File: config.mk
export PLATFORM = sky130hd
export DESIGN_NAME = ltfs_div
export DESIGN_NICKNAME = d
export VERILOG_FILES = /design/src/hdl/lower_triangular_forward_solve_core_defines.svh /design/src/hdl/ltfs_pkg.sv /design/src/hdl/ltfs_div.sv
export SDC_FILE = /design/constraint.sdc
export NUM_CORES = 1
export LEC_CHECK = 0
export BUFFER_PORTS_ARGS = -buffer_cell sky130_fd_sc_hd__buf_2
export CAP_MARGIN = 30
export CORE_MARGIN = 2
export CORE_UTILIZATION = 55
export CTS_CLUSTER_SIZE = 16
export DETAILED_ROUTE_END_ITERATION = 8
export GPL_ROUTABILITY_DRIVEN = 1
export GPL_TIMING_DRIVEN = 0
export PLACE_DENSITY = 0.75
export SLEW_MARGIN = 20
export SYNTH_ARGS = -nofsm -noshare
export SYNTH_HDL_FRONTEND = slang
export SYNTH_SLANG_ARGS = --single-unit
File: constraint.sdc
create_clock -name clock -period 8.8 [get_ports clock]
set_input_delay 1.76 -clock clock [delete_from_list [all_inputs] [get_ports clock]]
set_output_delay 1.76 -clock clock [all_outputs]
set_load 0.02 [all_outputs]
File: src/hdl/lower_triangular_forward_solve_core_defines.svh
// Assertion macros shared by the forward-solve RTL.
// Needs signals named clock and reset in the including module.
`ifndef LOWER_TRIANGULAR_FORWARD_SOLVE_CORE_DEFINES_SVH
`define LOWER_TRIANGULAR_FORWARD_SOLVE_CORE_DEFINES_SVH
`ifndef ASSERT_OFF
`define LTFS_ASSERT(lbl, prop) \
   lbl: assert property (@(posedge clock) disable iff (reset) prop) \
      else $error("ltfs assertion failed");
`define LTFS_NEVER(lbl, cond) `LTFS_ASSERT(lbl, !(cond))
`else
`define LTFS_ASSERT(lbl, prop)
`define LTFS_NEVER(lbl, cond)
`endif
`endif

File: src/hdl/ltfs_pkg.sv
// Types and constants of the lower-triangular forward solver.
// No dependencies.
package ltfs_pkg;

   localparam int DATA_W      = 32;
   localparam int ROW_W       = 4;
   localparam int SIZE_W      = 5;
   localparam int STAT_W      = 2;
   localparam int QBITS       = 33;
   localparam int FRAC_W      = 16;
   localparam int MAX_SIZE_DEF = 16;

   // request kinds
   localparam logic REQ_WRITE = 1'b0;
   localparam logic REQ_SOLVE = 1'b1;

   // result status codes
   localparam logic [STAT_W-1:0] STATUS_OK        = 2'd0;
   localparam logic [STAT_W-1:0] STATUS_ZERO_DIAG = 2'd1;
   localparam logic [STAT_W-1:0] STATUS_SAT       = 2'd2;

   localparam logic [SIZE_W-1:0] SIZE_RESET = 5'd16;

   typedef struct packed {
      logic                     req_type;
      logic [ROW_W-1:0]         row;
      logic [ROW_W-1:0]         col;
      logic signed [DATA_W-1:0] value;
   } ltfs_req_type;

   typedef struct packed {
      logic [ROW_W-1:0]         out_row;
      logic signed [DATA_W-1:0] solution_value;
      logic [STAT_W-1:0]        status;
      logic                     last_of_column;
   } ltfs_rsp_type;

   // divider result towards the sequencer
   typedef struct packed {
      logic                     done;
      logic                     sat;
      logic signed [DATA_W-1:0] quo;
   } ltfs_div_res_type;

endpackage

File: src/hdl/ltfs_div.sv
// Iterative restoring divider: Q16.16 quotient of accumulator by diagonal.
// One quotient bit per cycle, truncation toward zero, saturation. Uses ltfs_pkg.
module ltfs_div #(
   parameter int ACC_W = 53
) (
   input  logic                               clock,
   input  logic                               reset,
   input  logic                               go,
   input  logic signed [ACC_W-1:0]            num,
   input  logic signed [ltfs_pkg::DATA_W-1:0] den,
   output ltfs_pkg::ltfs_div_res_type         res
);
   import ltfs_pkg::*;

   typedef enum logic [1:0] {DV_IDLE, DV_CHECK, DV_RUN, DV_FIN} dv_state_type;

   dv_state_type            state_ff;
   logic [ACC_W-1:0]        un_ff;
   logic [DATA_W-1:0]       ud_ff;
   logic                    neg_ff;
   logic                    ovf_ff;
   logic [DATA_W-1:0]       rem_ff;
   logic [QBITS-1:0]        sh_ff;
   logic [QBITS-1:0]        q_ff;
   logic [5:0]              cnt_ff;
   ltfs_div_res_type        res_ff;

   logic [DATA_W:0]         trial;
   logic                    fits;
   logic [QBITS-1:0]        limit;
   logic                    sat;

   // one restoring step
   assign trial = {rem_ff, sh_ff[QBITS-1]};
   assign fits  = trial >= {1'b0, ud_ff};
   assign limit = neg_ff ? QBITS'(33'h0_8000_0000) : QBITS'(33'h0_7FFF_FFFF);
   assign sat   = ovf_ff || (q_ff > limit);

   always_ff @(posedge clock) begin
      if (reset) begin
         state_ff    <= DV_IDLE;
         res_ff.done <= 1'b0;
      end else begin
         res_ff.done <= 1'b0;
         unique case (state_ff)
            DV_IDLE: begin
               if (go) begin
                  un_ff    <= num[ACC_W-1] ? ACC_W'(-num) : ACC_W'(num);
                  ud_ff    <= den[DATA_W-1] ? DATA_W'(-den) : DATA_W'(den);
                  neg_ff   <= num[ACC_W-1] ^ den[DATA_W-1];
                  state_ff <= DV_CHECK;
               end
            end
            DV_CHECK: begin
               // quotient of 2^33 or more cannot fit
               if ((un_ff >> (QBITS - FRAC_W)) >= ACC_W'(ud_ff)) begin
                  ovf_ff   <= 1'b1;
                  state_ff <= DV_FIN;
               end else begin
                  ovf_ff   <= 1'b0;
                  rem_ff   <= DATA_W'(un_ff >> (QBITS - FRAC_W));
                  sh_ff    <= {un_ff[QBITS-FRAC_W-1:0], {FRAC_W{1'b0}}};
                  cnt_ff   <= 6'(QBITS - 1);
                  state_ff <= DV_RUN;
               end
            end
            DV_RUN: begin
               rem_ff <= fits ? DATA_W'(trial - {1'b0, ud_ff}) : trial[DATA_W-1:0];
               q_ff   <= {q_ff[QBITS-2:0], fits};
               sh_ff  <= {sh_ff[QBITS-2:0], 1'b0};
               if (cnt_ff == 6'd0) begin
                  state_ff <= DV_FIN;
               end else begin
                  cnt_ff <= cnt_ff - 6'd1;
               end
            end
            DV_FIN: begin
               res_ff.done <= 1'b1;
               res_ff.sat  <= sat;
               if (sat) begin
                  res_ff.quo <= neg_ff ? 32'sh8000_0000 : 32'sh7FFF_FFFF;
               end else begin
                  res_ff.quo <= neg_ff ? DATA_W'(-q_ff) : q_ff[DATA_W-1:0];
               end
               state_ff <= DV_IDLE;
            end
            default: state_ff <= DV_IDLE;
         endcase
      end
   end

   assign res = res_ff;

endmodule

**Yosys cells after proc, flatten, opt, wreduce, memory -nomap -nowiden**

Index checks and enable logic that the tools add are counted.

- Register bits after elaboration: 227
- Latch bits: 0
- Memory bits (writable): 0
- Memory bits (read-only): 0
- Input bits: 88
- Word-level logic and storage cells: 62
- Memories: 0

- Add/sub/neg operators: 5
- $mul: 0
- Divide/modulo/power cells: 0
- Order comparisons: 3
- Equality and inequality tests: 7
- Shift operators: 0
- Mux-type cells: 20
- Bitwise gates (word level): 2
- Reductions and logical operators: 11

Operators with widths:

| cell | number |
|---|---|
| 32-bit two-way mux | 6 |
| 33-bit case mux with 2 select lines | 1 |
| 32-bit negation | 2 |
| 32-bit case mux with 2 select lines | 1 |
| 53-bit negation | 1 |
| 52-bit two-way mux | 1 |
| 36-bit by 32-bit greater-or-equal comparator with 1-bit output | 1 |
| 34-bit two-way mux | 1 |
| 33-bit by 32-bit greater-or-equal comparator with 1-bit output | 1 |
| 33-bit by 32-bit greater-than comparator with 1-bit output | 1 |
| 33-bit two-way mux | 1 |
| 32-bit subtractor | 1 |
| 31-bit two-way mux | 1 |
| 6-bit two-way mux | 2 |
| 6-bit case mux with 2 select lines | 1 |
| 2-bit inequality test, second input constant | 4 |
| 2-bit case mux with 4 select lines | 1 |
| 2-bit AND reduction | 4 |
| 6-bit logical NOT | 1 |
| 3-bit AND reduction | 2 |
| 6-bit by 1-bit subtractor with 6-bit output, second input constant | 1 |
| 2-bit equality test, second input constant | 2 |
| 2-bit two-way mux | 2 |
| 4-bit AND reduction | 1 |
| 7 further kinds | 8 |

**Depth between registers and ports, before layout**

- Depth in word-level cells: 5
- Depth in mapped cells: 15

**Worst setup path after synthesis**

Ideal clock, no wire load.

- Kind: reg-to-reg
- From: reg ud_ff[0]
- To: reg cnt_ff[0] (enable)
- Library setup time: 378 ps
- Arrival time: 6381 ps
- Data required time: 8422 ps
- Path slack: 2041 ps
- Stages on the path, launching flop included: 11
- Buffers on the path: 0
- Period minus slack after synthesis: 6759 ps
- Path through: edfxtp_1 ha_1 nand2b_1 a21o_1 a21o_1 a21oi_1 o21ai_0 a2111oi_0 o31ai_1 a311oi_1 a21boi_0

- Longest elaborated chain between the ends: 3

RTL lines:

| item | RTL line | text |
|---|---|---|
| start: declaration | ltfs_div.sv:19 | `logic [DATA_W-1:0] ud_ff;` |
| start signal: assignment | ltfs_div.sv:49 | `ud_ff <= den[DATA_W-1] ? DATA_W'(-den) : DATA_W'(den);` |
| 36-bit by 32-bit greater-or-equal comparator with 1-bit output | ltfs_div.sv:56 | `if ((un_ff >> (QBITS - FRAC_W)) >= ACC_W'(ud_ff)) begin` |
| 2-bit inequality test (no line) | n/a |  |
| 4-bit AND reduction (no line) | n/a |  |
| end signal: assignment | ltfs_div.sv:63 | `cnt_ff <= 6'(QBITS - 1);` |
| end signal: assignment | ltfs_div.sv:74 | `cnt_ff <= cnt_ff - 6'd1;` |
| end: declaration | ltfs_div.sv:25 | `logic [5:0] cnt_ff;` |

Every way passes these cells.
A chain may end at the register's enable or synchronous reset.

**Worst setup path after layout**

- From: reg neg_ff
- To: reg res_ff (netlist bit res[3]) (data pin)

- Longest elaborated chain between the ends: 4
- Elaborated cells between the ends (all ways): 6
- Those cells by class: order compare: 1; mux: 4; reduce/logical: 1

RTL lines:

| item | RTL line | text |
|---|---|---|
| start: declaration | ltfs_div.sv:20 | `logic neg_ff;` |
| start signal: assignment | ltfs_div.sv:50 | `neg_ff <= num[ACC_W-1] ^ den[DATA_W-1];` |
| 32-bit two-way mux | ltfs_div.sv:36, ltfs_div.sv:81 |  |
| 33-bit by 32-bit greater-than comparator with 1-bit output | ltfs_div.sv:37 | `assign sat = ovf_ff \|\| (q_ff > limit);` |
| 1-bit logical OR | ltfs_div.sv:37 |  |
| 32-bit two-way mux (*) | ltfs_div.sv:80 | `if (sat) begin` |
| end: declaration | ltfs_div.sv:26 | `ltfs_div_res_type res_ff;` |

Every way passes the cells marked *; elsewhere a longest branch is shown, timed or not.

==> key figures <==
Routing
  – Top Layer Used: met4
  – Final ANT Viol Nets: 0
  – Vias post-DR: ~10000
  – Drt via density: 5.93
  – Met3 WL: about 2200 µm
  – DRC: 0
  – Routed met2 length: 14800 µm
  – Starting DRT DRC Count: between 800 and 900
  – M1 WL: between 10000 and 15000 µm
  – WL final: approximately 31000 µm
  – Avg WL per Cell: around 18 µm
  – Pre-Repair DR Iteration Count: 5

Finish
  – Cell area after layout: between 15000 and 20000 µm²
  – Nets: 1617
  – N_diodes: 0
  – Fraction of layout cells with a size suffix above 1: 0.154
  – Area grow syn2layout: 15.1%
  – Commonest non-fill, non-tap cells in the layout: edfxtp_1 (208), buf_2 (122), o21ai_0 (108)
  – Commonest non-fill, non-tap cell in the layout: edfxtp_1

Synthesis
  – Yosys reg bits: around 210
  – Post-Syn Nets: about 1500
  – Distinct cells, synth: 77
  – Synth Warn #: 0
  – Top FF cell, synth: edfxtp_1
  – Sequential-to-total area share from yosys stat: 0.470
  – EDFF count, synth: 208
  – Cells after synthesis: ~1300
  – Avg Cell Area, Syn: between 10 and 15 µm²
  – Synth Cell Area: between 10000 and 15000 µm²
  – FFs w/ async S/R, synth: 0

Clocking
  – CTS tree: built
  – Clock Latency Late Sink: roughly 0.52 ns
  – Hold-fix buffers at CTS: 0
  – CTS root buf: clkbuf_16
  – Clock-pin transition on the worst setup and hold timing paths: 0.07 ns
  – Num CTS Buffers: 24
  – Setup Buffers After CTS: 0
  – H-tree depth: 1
  – CTS max path bufs: 3
  – Clock Sinks: 211
  – Post-CTS Resized: 0

Floorplan
  – Chip Width: about 160 µm
  – I/O pin count: about 120
  – Num rows: 57
  – Die height: between 150 and 200 µm
  – Core area: 24100 µm²
  – Die area: approximately 26000 µm²
  – Initial Util: 0.557

Job
  – Number of max-cap violations: 0

Global route
  – Largest net degree at the start of global routing: 31
  – Initial antenna violation count: 1
  – Global-route wire length before repair: around 50000 µm
  – Tot GR Track Use: 0.238
  – GR Overflow Total: 0
  – Vias in the first global route: 10000

Critical path
  – Startpoint Class: flip-flop
  – Critical Path Fanout Max: 18
  – WP data required: 9.05 ns
  – CP arrival: between 5 and 6 ns
  – Crit end category: flip-flop
  – Crit Path Category: flip-flop to flip-flop

Place
  – Port bufs: 120
  – Dpl ws: just under 4 ns
  – Routability cong.: 0.871
  – Placed cell area: ~15000 µm²
  – Hpwl dp: 23600 µm

Power and ir drop
  – Leak: 0.00586 µW
  – Max VDD drop: about 0.16 mV
  – Power Density: approximately 240 nW/µm²

Worst hold path
  – Worst min path class: flip-flop to flip-flop

STA
  – RSZ-0062 raised after global routing: false
  – Final Cycle Share: 0.554
  – Maximum clock rate: 205 MHz
  – Setup WS post-layout: roughly 3.9 ns
  – Worst Tran Pin Value: 0.886 ns
  – Fin. Hold Viols: 0
  – Worst slew margin: 0.394
  – Setup violations, final: 0
  – Final Max Slew Viols: 0
  – Fin crit period: 4.88 ns
  – Setup TNS: 0 ns
  – Final Skew: around 0.013 ns

Status
  – Status: completed
metal layers:
layer | track usage | vias up
met5 | 0 | -
met4 | 0.0729 | 0
met3 | 0.0377 | 52
met2 | 0.407 | 362
met1 | 0.312 | 4960
li1 | - | 5087
metrics by stage:
| stage | power [µW] | util | hold WS (ns) | std cells |
|---|---|---|---|---|
| 2_1_floorplan | 2310 | - | 0.468 | 1268 |
| 3_3_place_gp | 2590 | 0.598 | 0.499 | 1712 |
| 3_5_place_dp | 2640 | 0.606 | 0.498 | 1721 |
| 4_1_cts | 3680 | 0.641 | 0.514 | 1765 |
| 5_1_grt | 3880 | 0.641 | 0.534 | 1765 |
| 6_report | 3670 | 0.641 | 0.517 | 1765 |
final cells by class:
cell class              count  area (µm²)
fillers                  1930        8670
multi-input cells         953        6730
flip-flops and latches    211        6310
repair buffers            129         749
clock buffers              26         629
well taps                 324         405
inverters                  59         229
clock inverters            18         194
plain buffers              45         194
report_power, final:
part | internal, µW | switching (µW) | leakage (µW)
sequential | 1320 | 95.9 | 0.00193
clock | 611 | 415 | 0.000387
combinational | 495 | 732 | 0.00355
registers in the layout, indices dropped and copies added, names as in the netlist:
register / cells
un_ff: 53
res: 34
q_ff: 33
rem_ff: 32
ud_ff: 32
sh_ff: 17
cnt_ff: 6
state_ff: 2
neg_ff: 1
ovf_ff: 1
path summary, 6_finish.rpt:
kind | slack [ns] | endpoint | from | cells after the start
worst max-delay path | 3.92 | res[3] | neg_ff | 12
worst min-delay path | 0.52 | q_ff[2] | q_ff[1] | 0
worst max register to register | 3.92 | res[3] | neg_ff | 12
worst min register to register | 0.52 | q_ff[2] | q_ff[1] | 0
worst max-delay path, cell delays in order (launching register included):
cell and delay (ns):
edfxtp_1 0.78, clkinv_1 0.41, clkbuf_1 0.33, clkbuf_1 0.31
ha_1 0.39, nand2_1 0.08, nor2_1 0.04, a2111oi_0 0.76
nand4b_1 0.18, a21oi_1 0.39, inv_1 0.25, clkbuf_1 0.27
a221o_1 0.42
cells in the mapped netlist, types with 4 or more instances:
cell type,n,share of area
edfxtp_1,208,0.47
o21ai_0,108,0.040
ha_1,105,0.098
nor2_1,101,0.028
a21oi_1,93,0.035
xnor2_1,91,0.059
nand2_1,71,0.020
inv_1,57,0.016
nor3_1,42,0.016
clkbuf_1,38,0.011
mux2i_1,34,0.025
o31ai_1,29,0.016
a21o_1,27,0.015
mux2_2,20,0.017
nand3_1,19,0.0071
nand4_1,19,0.0089
xor2_1,18,0.012
or3_1,17,0.0079
nor2b_1,15,0.0070
nand2b_1,12,0.0056
o41ai_1,12,0.0078
or4_1,12,0.0067
a211oi_1,10,0.0056
a31oi_1,9,0.0042
nor4_1,7,0.0033
and2_1,6,0.0028
and3_1,6,0.0028
o21a_1,6,0.0034
o211ai_1,5,0.0028
a2111oi_0,4,0.0026
or2_2,4,0.0019
logic make-up after synthesis:
logic type               after synthesis  share of synthesized area
AO/OA/AOI/OAI                        333                      0.153
XOR/XNOR                             109                     0.0712
adder cells (fa/ha/maj)              106                     0.0994
buffers and inverters                104                     0.0315
flip-flops                           211                      0.470
multiplexers                          54                     0.0422
AND/OR/NAND/NOR                      351                      0.133
Power figures use the tool's default switching activity.
