`src/hdl/lower_triangular_forward_solve_core_defines.svh`:
```
// Assertion macros shared by the forward-solve RTL.
// Needs signals named clock and reset in the including module.
`ifndef LOWER_TRIANGULAR_FORWARD_SOLVE_CORE_DEFINES_SVH
`define LOWER_TRIANGULAR_FORWARD_SOLVE_CORE_DEFINES_SVH
`ifndef ASSERT_OFF
`define LTFS_ASSERT(lbl, prop) \
   lbl: assert property (@(posedge clock) disable iff (reset) prop) \
      else $error("ltfs assertion failed");
`define LTFS_NEVER(lbl, cond) `LTFS_ASSERT(lbl, !(cond))
`else
`define LTFS_ASSERT(lbl, prop)
`define LTFS_NEVER(lbl, cond)
`endif
`endif

```
`src/hdl/ltfs_ram.sv`:
```
// Generic simple dual-port RAM, one write and one registered read port.
// No dependencies.
module ltfs_ram #(
   parameter int WIDTH = 32,
   parameter int DEPTH = 16,
   localparam int AW   = (DEPTH > 1) ? $clog2(DEPTH) : 1
) (
   input  logic             clock,
   input  logic             we,
   input  logic [AW-1:0]    waddr,
   input  logic [WIDTH-1:0] wdata,
   input  logic [AW-1:0]    raddr,
   output logic [WIDTH-1:0] rdata
);

   logic [WIDTH-1:0] mem_ff [DEPTH];

   always_ff @(posedge clock) begin
      if (we) begin
         mem_ff[waddr] <= wdata;
      end
      rdata <= mem_ff[raddr];
   end

endmodule

```
`config.mk`:
```
export PLATFORM = sky130hd
export DESIGN_NAME = ltfs_ram
export DESIGN_NICKNAME = d
export VERILOG_FILES = /design/src/hdl/lower_triangular_forward_solve_core_defines.svh /design/src/hdl/ltfs_ram.sv
export SDC_FILE = /design/constraint.sdc
export NUM_CORES = 1
export LEC_CHECK = 0
export ABC_AREA = 1
export BUFFER_PORTS_ARGS = -buffer_cell sky130_fd_sc_hd__buf_2
export CORE_MARGIN = 3
export CORE_UTILIZATION = 35
export DETAILED_ROUTE_END_ITERATION = 10
export SYNTH_ARGS = -nofsm -noshare
export SYNTH_HDL_FRONTEND = slang
export SYNTH_SLANG_ARGS = --single-unit
```
`constraint.sdc`:
```
create_clock -name clock -period 3.9 [get_ports clock]
set_clock_uncertainty 0.2 [all_clocks]
set_input_delay 0.39 -clock clock [delete_from_list [all_inputs] [get_ports clock]]
set_output_delay 0.39 -clock clock [all_outputs]
set_load 0.01 [all_outputs]
```
After elaboration in Yosys (flattened, before gate mapping)
Memories as Yosys holds them, arrays and structs flattened. A register that Yosys moved wholly into a read port is not among the register bits.
Cells that the tools add are included.
{"block": "word_totals", "regBits": 0, "mem_bits_rw": 512, "in_bits": 42, "mem_count": 1}
{"block": "classes", "muxes": 2}
{"memory": "mem_ff", "depth": 16, "word_bits": 32, "read_ports": 1, "rd_clocked_by_memory_dff": 1, "wr": 1, "line": "ltfs_ram.sv:16", "source": "logic [WIDTH-1:0] mem_ff [DEPTH];"}
{"op": "$mux 1", "count": 2}

Depth between registers and ports, before layout
Gate-level depths: netlist of run 1.
{"block": "logic_depth", "depth_word": 2, "depth_mapped": 10, "depth_no_buf": 7}

Least setup slack after synthesis of run 1
Ideal clock, no wire load.
{"block": "synth_path", "path_type": "input to register", "startpoint": "input waddr[2]", "endpoint": "memory mem_ff[10][0] (enable)", "arrival_ps": 1962, "required_time_ps": 3279, "path_slack_ps": 1317, "path_stages": 2, "cell_sequence": "nand3b_1 nor2_1"}
{"item": "start: declaration", "line": "ltfs_ram.sv:10", "source": "input logic [AW-1:0] waddr,"}
{"item": "end: declaration", "line": "ltfs_ram.sv:16"}
Straight into the memory's write port.

==> results.cfg, run 1 <==
[outcome]
status = complete, no violations

[logic_synthesis]
synth_seq_cells = 544
synth_top_area_share_pct = 67.6
seq_area_frac_synth_pct = 70.5
syn_nets = 2162
yosysWarnings = 0
netlist_area_sq_um = 22700
syn_avg_cell_area_sq_um = 10.7
netlist.top_cell.by_area = edfxtp_1
netlist_instances = 2120
synth_top_cells_by_area = edfxtp_1, nand2_1, nand3_1
synth_cell_types = 15

[critical_path]
arrival_ns = 2.38
setup.worst_path.end_class = register
critPathRequiredTime_ns = 4.18
start_kind = input pin
crit_slowest_cell = buf_4
cp_cell_sequence = clkbuf_8, inv_6, buf_4, nand2_1, nand3_1, nand3_1, nand3_1, nand2_1
crit_top_cell = nand3_1
cpPeakStageDelay_ns = 0.54
crit_type = in2reg
critical_path.max_fanout = 101

[timing]
fin_ws_ns = 1.80
max_slew_margin_pct = 29.5
setup_viol = 0
rsz0062_at_grt = false
setup_tns_ns = 0
drv_slew = 0
worst_pin_slew_ns = 1.06
fin_crit_ns = 2.10
max_freq_ghz = 0.476
finalHoldViolCount = 0
period_share_pct = 53.9

[die]
dieArea_sq_um = 68000
ioPinCount = 74
core_sq_um = 63700
row_count = 92
fp.dieH_microns = 261
start_util_pct = 35.7
die_width_microns = 261

[clock_network]
cts_buffer_depth = 3
clk_latency_ns = 0.60
numCtsBuffers = 54
postCtsSetupRepairBufs = 0
cts.reportedPaths.clkPinSlew_ns = 0.06
cts.htree.levels = 2
cts_tree = yes
ctsResizeCount = 0
root_buffer = clkbuf_16
clock-sinks = 544

[routing]
routedWlPerCell_microns = 17.5
vias = 14500
ant_nets = 0
drt_first_pass_iters = 5
initialDrtViolationCount = 1111
remaining_drc_errors = 0
routed_via_density = 4.68
routed_wl_mm = 54.4

[global_routing]
grt_overflow = 0
track_usage_pct = 16.0
grt.busiest_layer = met2
antenna_found_initial = 2
grt_pass1_vias = 13900
use_met3_pct = 2.34
met2_usage_pct = 26.6
grt_max_degree = 129
grt_pass1_wl_mm = 83.0
grt.met1_usage_pct = 21.9

[cells_and_area]
layout-drive-gt1-share_pct = 9.91
fin_area_sq_um = 26100
multiInputGateArea_sq_um = 4670
final_nets = 2259
seq_area_sq_um = 16000
fillers = 5930
stdcell_count = 3108
syn_to_final_growth_pct = 14.9

[placed_design]
dp_slack_ns = 1.19
dpl.hpwl_mm = 28.9
gp_routability_congestion = 0.749
portBuffers = 73
dp_cells = 2975
postPlaceCellArea_sq_um = 24000

[power]
pwr-share-seq_pct = 52.3
sw_frac_of_total_pct = 21.8
p_sw_uw = 2740
power.density_nw_per_um2 = 482
leakagePower_uw = 0.0110
pwr-share-clk_pct = 41.6
combPwrFrac_pct = 6.1
p_int_uw = 9840
p_total_uw = 12600
peakVddDrop_mv = 0.295

[min_path]
min_path_type = in2reg

[run]
maxCapViolCount = 0
## worst paths after layout
path / start / to / slack [ns] / depth (start not counted)
max reg2reg: mem_ff[5][26] / rdata[26] / 2.63 / 6
min reg2reg: mem_ff[2][31] / rdata[31] / 0.45 / 6
max: raddr[0] / rdata[4] / 1.80 / 8
min: raddr[2] / rdata[9] / 0.28 / 5
## kinds of logic after synthesis
| kind of cell | count (synthesis) | synth area share [%] |
|---|---|---|
| buffers and inverters | 495 | 9.54 |
| and+or+nand+nor | 1081 | 20.0 |
| DFF | 544 | 70.5 |
## cells in the mapped netlist (all sizes together)
library cell	count
nor2	17
dfxtp	32
nand3	385
nand2	677
nand3b	2
clkbuf	14
inv	390
edfxtp	512
buf	91
## critical path: cells and delay by family
kind	cells	cell delay [ns]
buffers and inverters	3	1.37
AND/OR/NAND/NOR	5	0.47
## metal layers
metal | up-vias | part of all wire (%) | wire [microns]
met1 | 7005 | 45 | 24200
met5 | - | 0 | 0
met3 | 72 | 5.9 | 3190
met2 | 440 | 48 | 26000
li1 | 7026 | - | -
met4 | 0 | 1.9 | 1020
## sequential cells by signal, indices dropped and copies added, names as in the netlist
name    count
rdata      32
mem_ff    512
## power by group through the flow
stage | clock, uW | combinational [uW] | sequential (uW)
finish | 5230 | 773 | 6580
global route | 5580 | 864 | 6580
detailed placement | 0 | 751 | 6700
global placement | 0 | 738 | 6700
floorplan | 0 | 446 | 6710
CTS | 5350 | 783 | 6580
## what timing repair did
item | in CTS | in global routing
hold endpoints to repair | 512 | 0
hold buffers | 32 | 0
endpoints found under the setup margin | 0 | 0
## per-stage QoR
stage / util, % / hold slack (ns)
final: 41.0 / 0.279
after floorplan: - / 0.289
after global placement: 37.7 / 0.429
after CTS: 41.0 / 0.246
after detailed placement: 37.7 / 0.440
after global routing: 41.0 / 0.301
## cell type report
class	count	area share, %
antenna	1	0.00958
clock buffer	70	5.98
clock inverter	30	0.968
inverter	390	5.63
multi-input combinational	1081	17.9
sequential	544	61.3
tap	846	4.05
timing repair buffer	146	4.18
## cell usage in the layout, fill, tap and decap left out
cell type	netlist	final
buf_2	41	71
bufinv_16	0	4
dfxtp_1	32	32
clkbuf_1	14	2
buf_4	6	35
clkbuf_8	0	14
clkinv_1	0	8
nand3_1	385	385
diode_2	0	1
edfxtp_1	512	512
nor2_4	0	16
clkinvlp_4	0	2
inv_1	388	386
clkinv_2	0	14
buf_12	1	7
nand3b_1	2	2
inv_2	1	2
nand2_1	677	677
clkinv_4	0	1
nor2_1	17	1
dlygate4sd3_1	0	32
inv_6	0	2
inv_4	1	1
clkbuf_16	0	55
(Power assumes the default switching activity.)
==> inputs of run 2 (changes only) <==
==> constraint.sdc (replaced) <==
create_clock -name clock -period 1.8 [get_ports clock]
set_clock_uncertainty 0.2 [all_clocks]
set_input_delay 0.18 -clock clock [delete_from_list [all_inputs] [get_ports clock]]
set_output_delay 0.18 -clock clock [all_outputs]
set_load 0.01 [all_outputs]
==> run 2 against run 1 <==
Effect of this change: setup slack worse by 1.6 ns; core utilization up 1.0 points; die area unchanged; critical path type unchanged; sequential power rose by 120%.
==> results.cfg, run 2 (synthesis results as in run 1) <==
[global_routing]
track_usage_pct = 15.8
grt_pass1_wl_mm = 83.3
grt_pass1_vias = 14600
grt_overflow = 0
antenna_found_initial = 0
grt_max_degree = 67

[critical_path]
critical_path.max_fanout = 17
setup.worst_path.end_class = register
critPathRequiredTime_ns = 1.90
start_kind = input pin
r2r_slack_ns = 0.52
crit_type = in2reg
arrival_ns = 1.71

[routing]
vias = 14600
ant_nets = 0
routedWlPerCell_microns = 17.1
initialDrtViolationCount = 1087
routed_wl_mm = 53.6
routed_via_density = 4.68
wl_met2_mm = 25.9
wl_met3_mm = 2.57
wl_met1_mm = 24.1
topRoutingLayerUsed = met4
remaining_drc_errors = 0
drt_first_pass_iters = 5

[placed_design]
dp_slack_ns = 0.0934
gp_routability_congestion = 0.765
portBuffers = 73
dpl.hpwl_mm = 31.3

[timing]
fin_hold_ws_ns = 0.0366
max_freq_ghz = 0.621
max_slew_margin_pct = 66.6
finalHoldViolCount = 0
worst_pin_slew_ns = 0.499
setup_viol = 0
fin_ws_ns = 0.191
rsz0062_at_grt = false
drv_slew = 0
period_share_pct = 89.4
fin_crit_ns = 1.61

[cells_and_area]
reg_top3 = mem_ff x512, rdata x32
largest_register = mem_ff
layout-drive-gt1-share_pct = 10.1
syn_to_final_growth_pct = 17.8
fillers = 5887
final_nets = 2277
layout_common_cells = nand2_1, edfxtp_1, inv_1
antenna_cells = 0
largest_reg_flops = 512
final_common_cell = nand2_1

[clock_network]
cts.htree.levels = 2
clk_latency_ns = 0.60
clock-sinks = 544
ctsResizeCount = 0
numCtsBuffers = 55
cts_buffer_depth = 3
cts_tree = yes
root_buffer = clkbuf_16
cts.reportedPaths.clkPinSlew_ns = 0.06

[die]
start_util_pct = 35.7
ioPinCount = 74
row_count = 92
fp.dieH_microns = 261
core_sq_um = 63700
die_width_microns = 261
dieArea_sq_um = 68000

[run]
maxCapViolCount = 0

[power]
peakVddDrop_mv = 0.717
leakagePower_uw = 0.0112
power.density_nw_per_um2 = 1030

[outcome]
status = complete, no violations

[min_path]
min_path_type = in2reg
[run 2: changes by cell type in the layout (fill, tap and decap cells not counted), sizes merged]
cell | previous run | this run
bufinv | 4 | 6
inv | 391 | 394
diode | 1 | 0
dlygate4sd3 | 32 | 34
buf | 113 | 128
clkinvlp | 2 | 1
clkbuf | 71 | 72
clkinv | 23 | 21
[run 2: per-layer routing]
layer  up-vias  global-route usage [%]
li1       7071                       -
met1      7169                    21.5
met2       327                    26.4
met3        75                    2.40
met4         0                    4.12
met5         -                       0
[run 2: repair_timing]
item | CTS | global route
buffers inserted | 0 | 0
hold buffers | 34 | 0
hold endpoints to repair | 545 | 0
[run 2: path summary, 6_finish.rpt]
kind / startpoint / endpoint / depth (start not counted)
max: waddr[2] / mem_ff[0][4] / 6
min: we / mem_ff[6][13] / 4
max reg2reg: mem_ff[7][7] / rdata[7] / 6
min reg2reg: mem_ff[4][28] / rdata[28] / 6
[run 2: area by class of cell]
type	instances	area, sq um	share of cell area [%]
inverter	390	1470	5.50
clock buffer	71	1480	5.52
sequential	544	16000	59.8
clock inverter	32	329	1.23
tap	846	1060	3.95
multi-input combinational	1081	4670	17.4
timing repair buffer	163	1750	6.54
[run 2: through the flow]
step / utilization, % / std cells / total power [uW] / TNS, ns / cell area (sq um)
after global placement: 38.7 / 2990 / 16300 / 0 / 24600
after CTS: 42.1 / 3127 / 27700 / 0 / 26800
after global routing: 42.1 / 3127 / 28400 / 0 / 26800
after detailed placement: 38.7 / 2990 / 16300 / 0 / 24600
after floorplan: - / 2120 / 15500 / -45.12 / 22800
final: 42.1 / 3127 / 27500 / 0 / 26800
[run 2: power by group]
group / internal (uW) / switching (uW)
Sequential: 14200 / 94.7
Clock: 6660 / 4740
Combinational: 589 / 1220
[run 2: worst max-delay path, cell delays in order]
cell           delay [ns]
dlygate4sd3_1        0.53
buf_2                0.14
nor2_1               0.09
nand2_1              0.29
nor2_4               0.27
buf_12               0.20
==> inputs of run 3 (changes only) <==
==> constraint.sdc (replaced) <==
create_clock -name clock -period 2 [get_ports clock]
set_clock_uncertainty 0.2 [all_clocks]
set_input_delay 0.2 -clock clock [delete_from_list [all_inputs] [get_ports clock]]
set_output_delay 0.2 -clock clock [all_outputs]
set_load 0.01 [all_outputs]
==> run 3 against run 2 <==
Effect of this change: first-iteration DRC count is 39% higher; sequential power is 10% lower; power is 11% lower; core utilization is 0.40 points lower; global-route usage is 1.4 points higher; cell count hardly changed; register-to-register slack better by 0.20 ns.
==> results.cfg, run 3 (synthesis results as in run 1) <==
[die]
row_count = 92
dieArea_sq_um = 68000
ioPinCount = 74
die_width_microns = 261
start_util_pct = 35.7
fp.dieH_microns = 261
core_sq_um = 63700

[critical_path]
critPathRequiredTime_ns = 1.60
cp.buffers_inverters = 1
start_kind = register
r2r_start = mem_ff[5][26]
critical_path.top_delay_family = flip-flops
setup.worst_path.end_class = output pin
crit_type = reg2out
cp_cell_sequence = buf_2
r2r_slack_ns = 0.72
crit_slowest_cell = dfxtp_1
critical_path.max_fanout = 1
regToRegEndpoint = rdata[26]
arrival_ns = 1.27
cpPeakStageDelay_ns = 0.47
rr_worst_depth = 6

[power]
pwr-share-clk_pct = 40.8
p_int_uw = 18900
pwr-share-seq_pct = 52.4
combPwrFrac_pct = 6.8
sw_frac_of_total_pct = 22.8
power.density_nw_per_um2 = 924
peakVddDrop_mv = 0.618
p_sw_uw = 5590
leakagePower_uw = 0.0112

[min_path]
min_path_cells = 6
hold_end = rdata[12]
holdCritStartpoint = raddr[0]
min_path_type = in2reg

[timing]
drv_slew = 0
period_share_pct = 83.6
fin_hold_ws_ns = 0.0627
fin_ws_ns = 0.328
finalHoldViolCount = 0
setup_viol = 0
rsz0062_at_grt = false
fin_crit_ns = 1.67
worst_pin_slew_ns = 0.546
max_freq_ghz = 0.598
max_slew_margin_pct = 63.6

[cells_and_area]
fillers = 5912
multiInputGateArea_sq_um = 4670
reg_top3 = mem_ff x512, rdata x32
seq_area_sq_um = 16000
layout-drive-gt1-share_pct = 10.0
final_common_cell = nand2_1
layout_common_cells = nand2_1, edfxtp_1, inv_1
fin_area_sq_um = 26500
syn_to_final_growth_pct = 16.6
final_nets = 2278
largest_register = mem_ff
largest_reg_flops = 512

[clock_network]
root_buffer = clkbuf_16
clk_latency_ns = 0.61
hold_buffers = 34
ctsResizeCount = 0
clock-sinks = 544
cts.htree.levels = 2
cts_tree = yes
cts.reportedPaths.clkPinSlew_ns = 0.06
postCtsSetupRepairBufs = 0
numCtsBuffers = 56
cts_buffer_depth = 3

[routing]
vias = 14900
routed_wl_mm = 58.3
routed_via_density = 4.75
routedWlPerCell_microns = 18.6
ant_nets = 0
remaining_drc_errors = 0
initialDrtViolationCount = 1507
drt_first_pass_iters = 7

[global_routing]
grt_overflow = 0
grt.met1_usage_pct = 24.2
grt_pass1_wl_mm = 88.3
use_met3_pct = 3.59
antenna_found_initial = 3
grt_max_degree = 73
met2_usage_pct = 27.1
track_usage_pct = 17.2
grt_pass1_vias = 14300
grt.busiest_layer = met2

[placed_design]
portBuffers = 73
dp_slack_ns = 0.229
dpl.hpwl_mm = 33.2
gp_routability_congestion = 0.781
postPlaceCellArea_sq_um = 24400

[run]
maxCapViolCount = 0

[outcome]
status = complete, no violations
[run 3: area by class of cell]
class	instances	share of cell area, %
well taps	846	3.99
clock buffers	72	5.63
repair buffers	163	5.80
diodes	2	0.0189
inverters	390	5.55
clock inverters	32	0.996
multi-input cells	1081	17.6
flip-flops and latches	544	60.4
[run 3: worst reg2reg max path, stage by stage, from the launching register on]
cell	delay [ns]
edfxtp_1	0.35
inv_1	0.06
nand2_1	0.04
nand3_1	0.09
nand3_1	0.19
nand3_1	0.15
nand2_1	0.08
[run 3: layer usage]
metal,part of all wire [%],vias up
li1,-,7088
met1,45,7192
met2,45,501
met3,7.8,97
met4,1.9,4
met5,0.039,-
[run 3: worst max-delay path by stage]
stage          slack (ns)  cells after the start             to      start
3_5_place_dp         0.23                      4   mem_ff[4][6]   waddr[3]
6_report             0.33                      1       rdata[9]   rdata[9]
4_1_cts              0.32                      1       rdata[9]   rdata[9]
3_3_place_gp         0.23                      4   mem_ff[7][6]   waddr[3]
5_1_grt              0.27                      1      rdata[11]  rdata[11]
2_1_floorplan       -0.39                      2  mem_ff[10][0]   waddr[2]
[run 3: per-stage QoR]
stage | power (uW) | std cells | TNS (ns) | util [%]
2_1_floorplan | 14000 | 2120 | -125.55 | -
3_3_place_gp | 14700 | 2990 | 0 | 38.3
3_5_place_dp | 14700 | 2990 | 0 | 38.3
4_1_cts | 24700 | 3128 | 0 | 41.6
5_1_grt | 25400 | 3128 | 0 | 41.6
6_report | 24500 | 3130 | 0 | 41.6
[run 3: power by group through the flow]
stage / registers (uW) / clock network, uW / logic [uW]
after global placement: 13100 / 0 / 1600
final: 12800 / 9990 / 1670
after CTS: 12800 / 10200 / 1680
after floorplan: 13100 / 0 / 871
after detailed placement: 13100 / 0 / 1620
after global routing: 12900 / 10700 / 1840
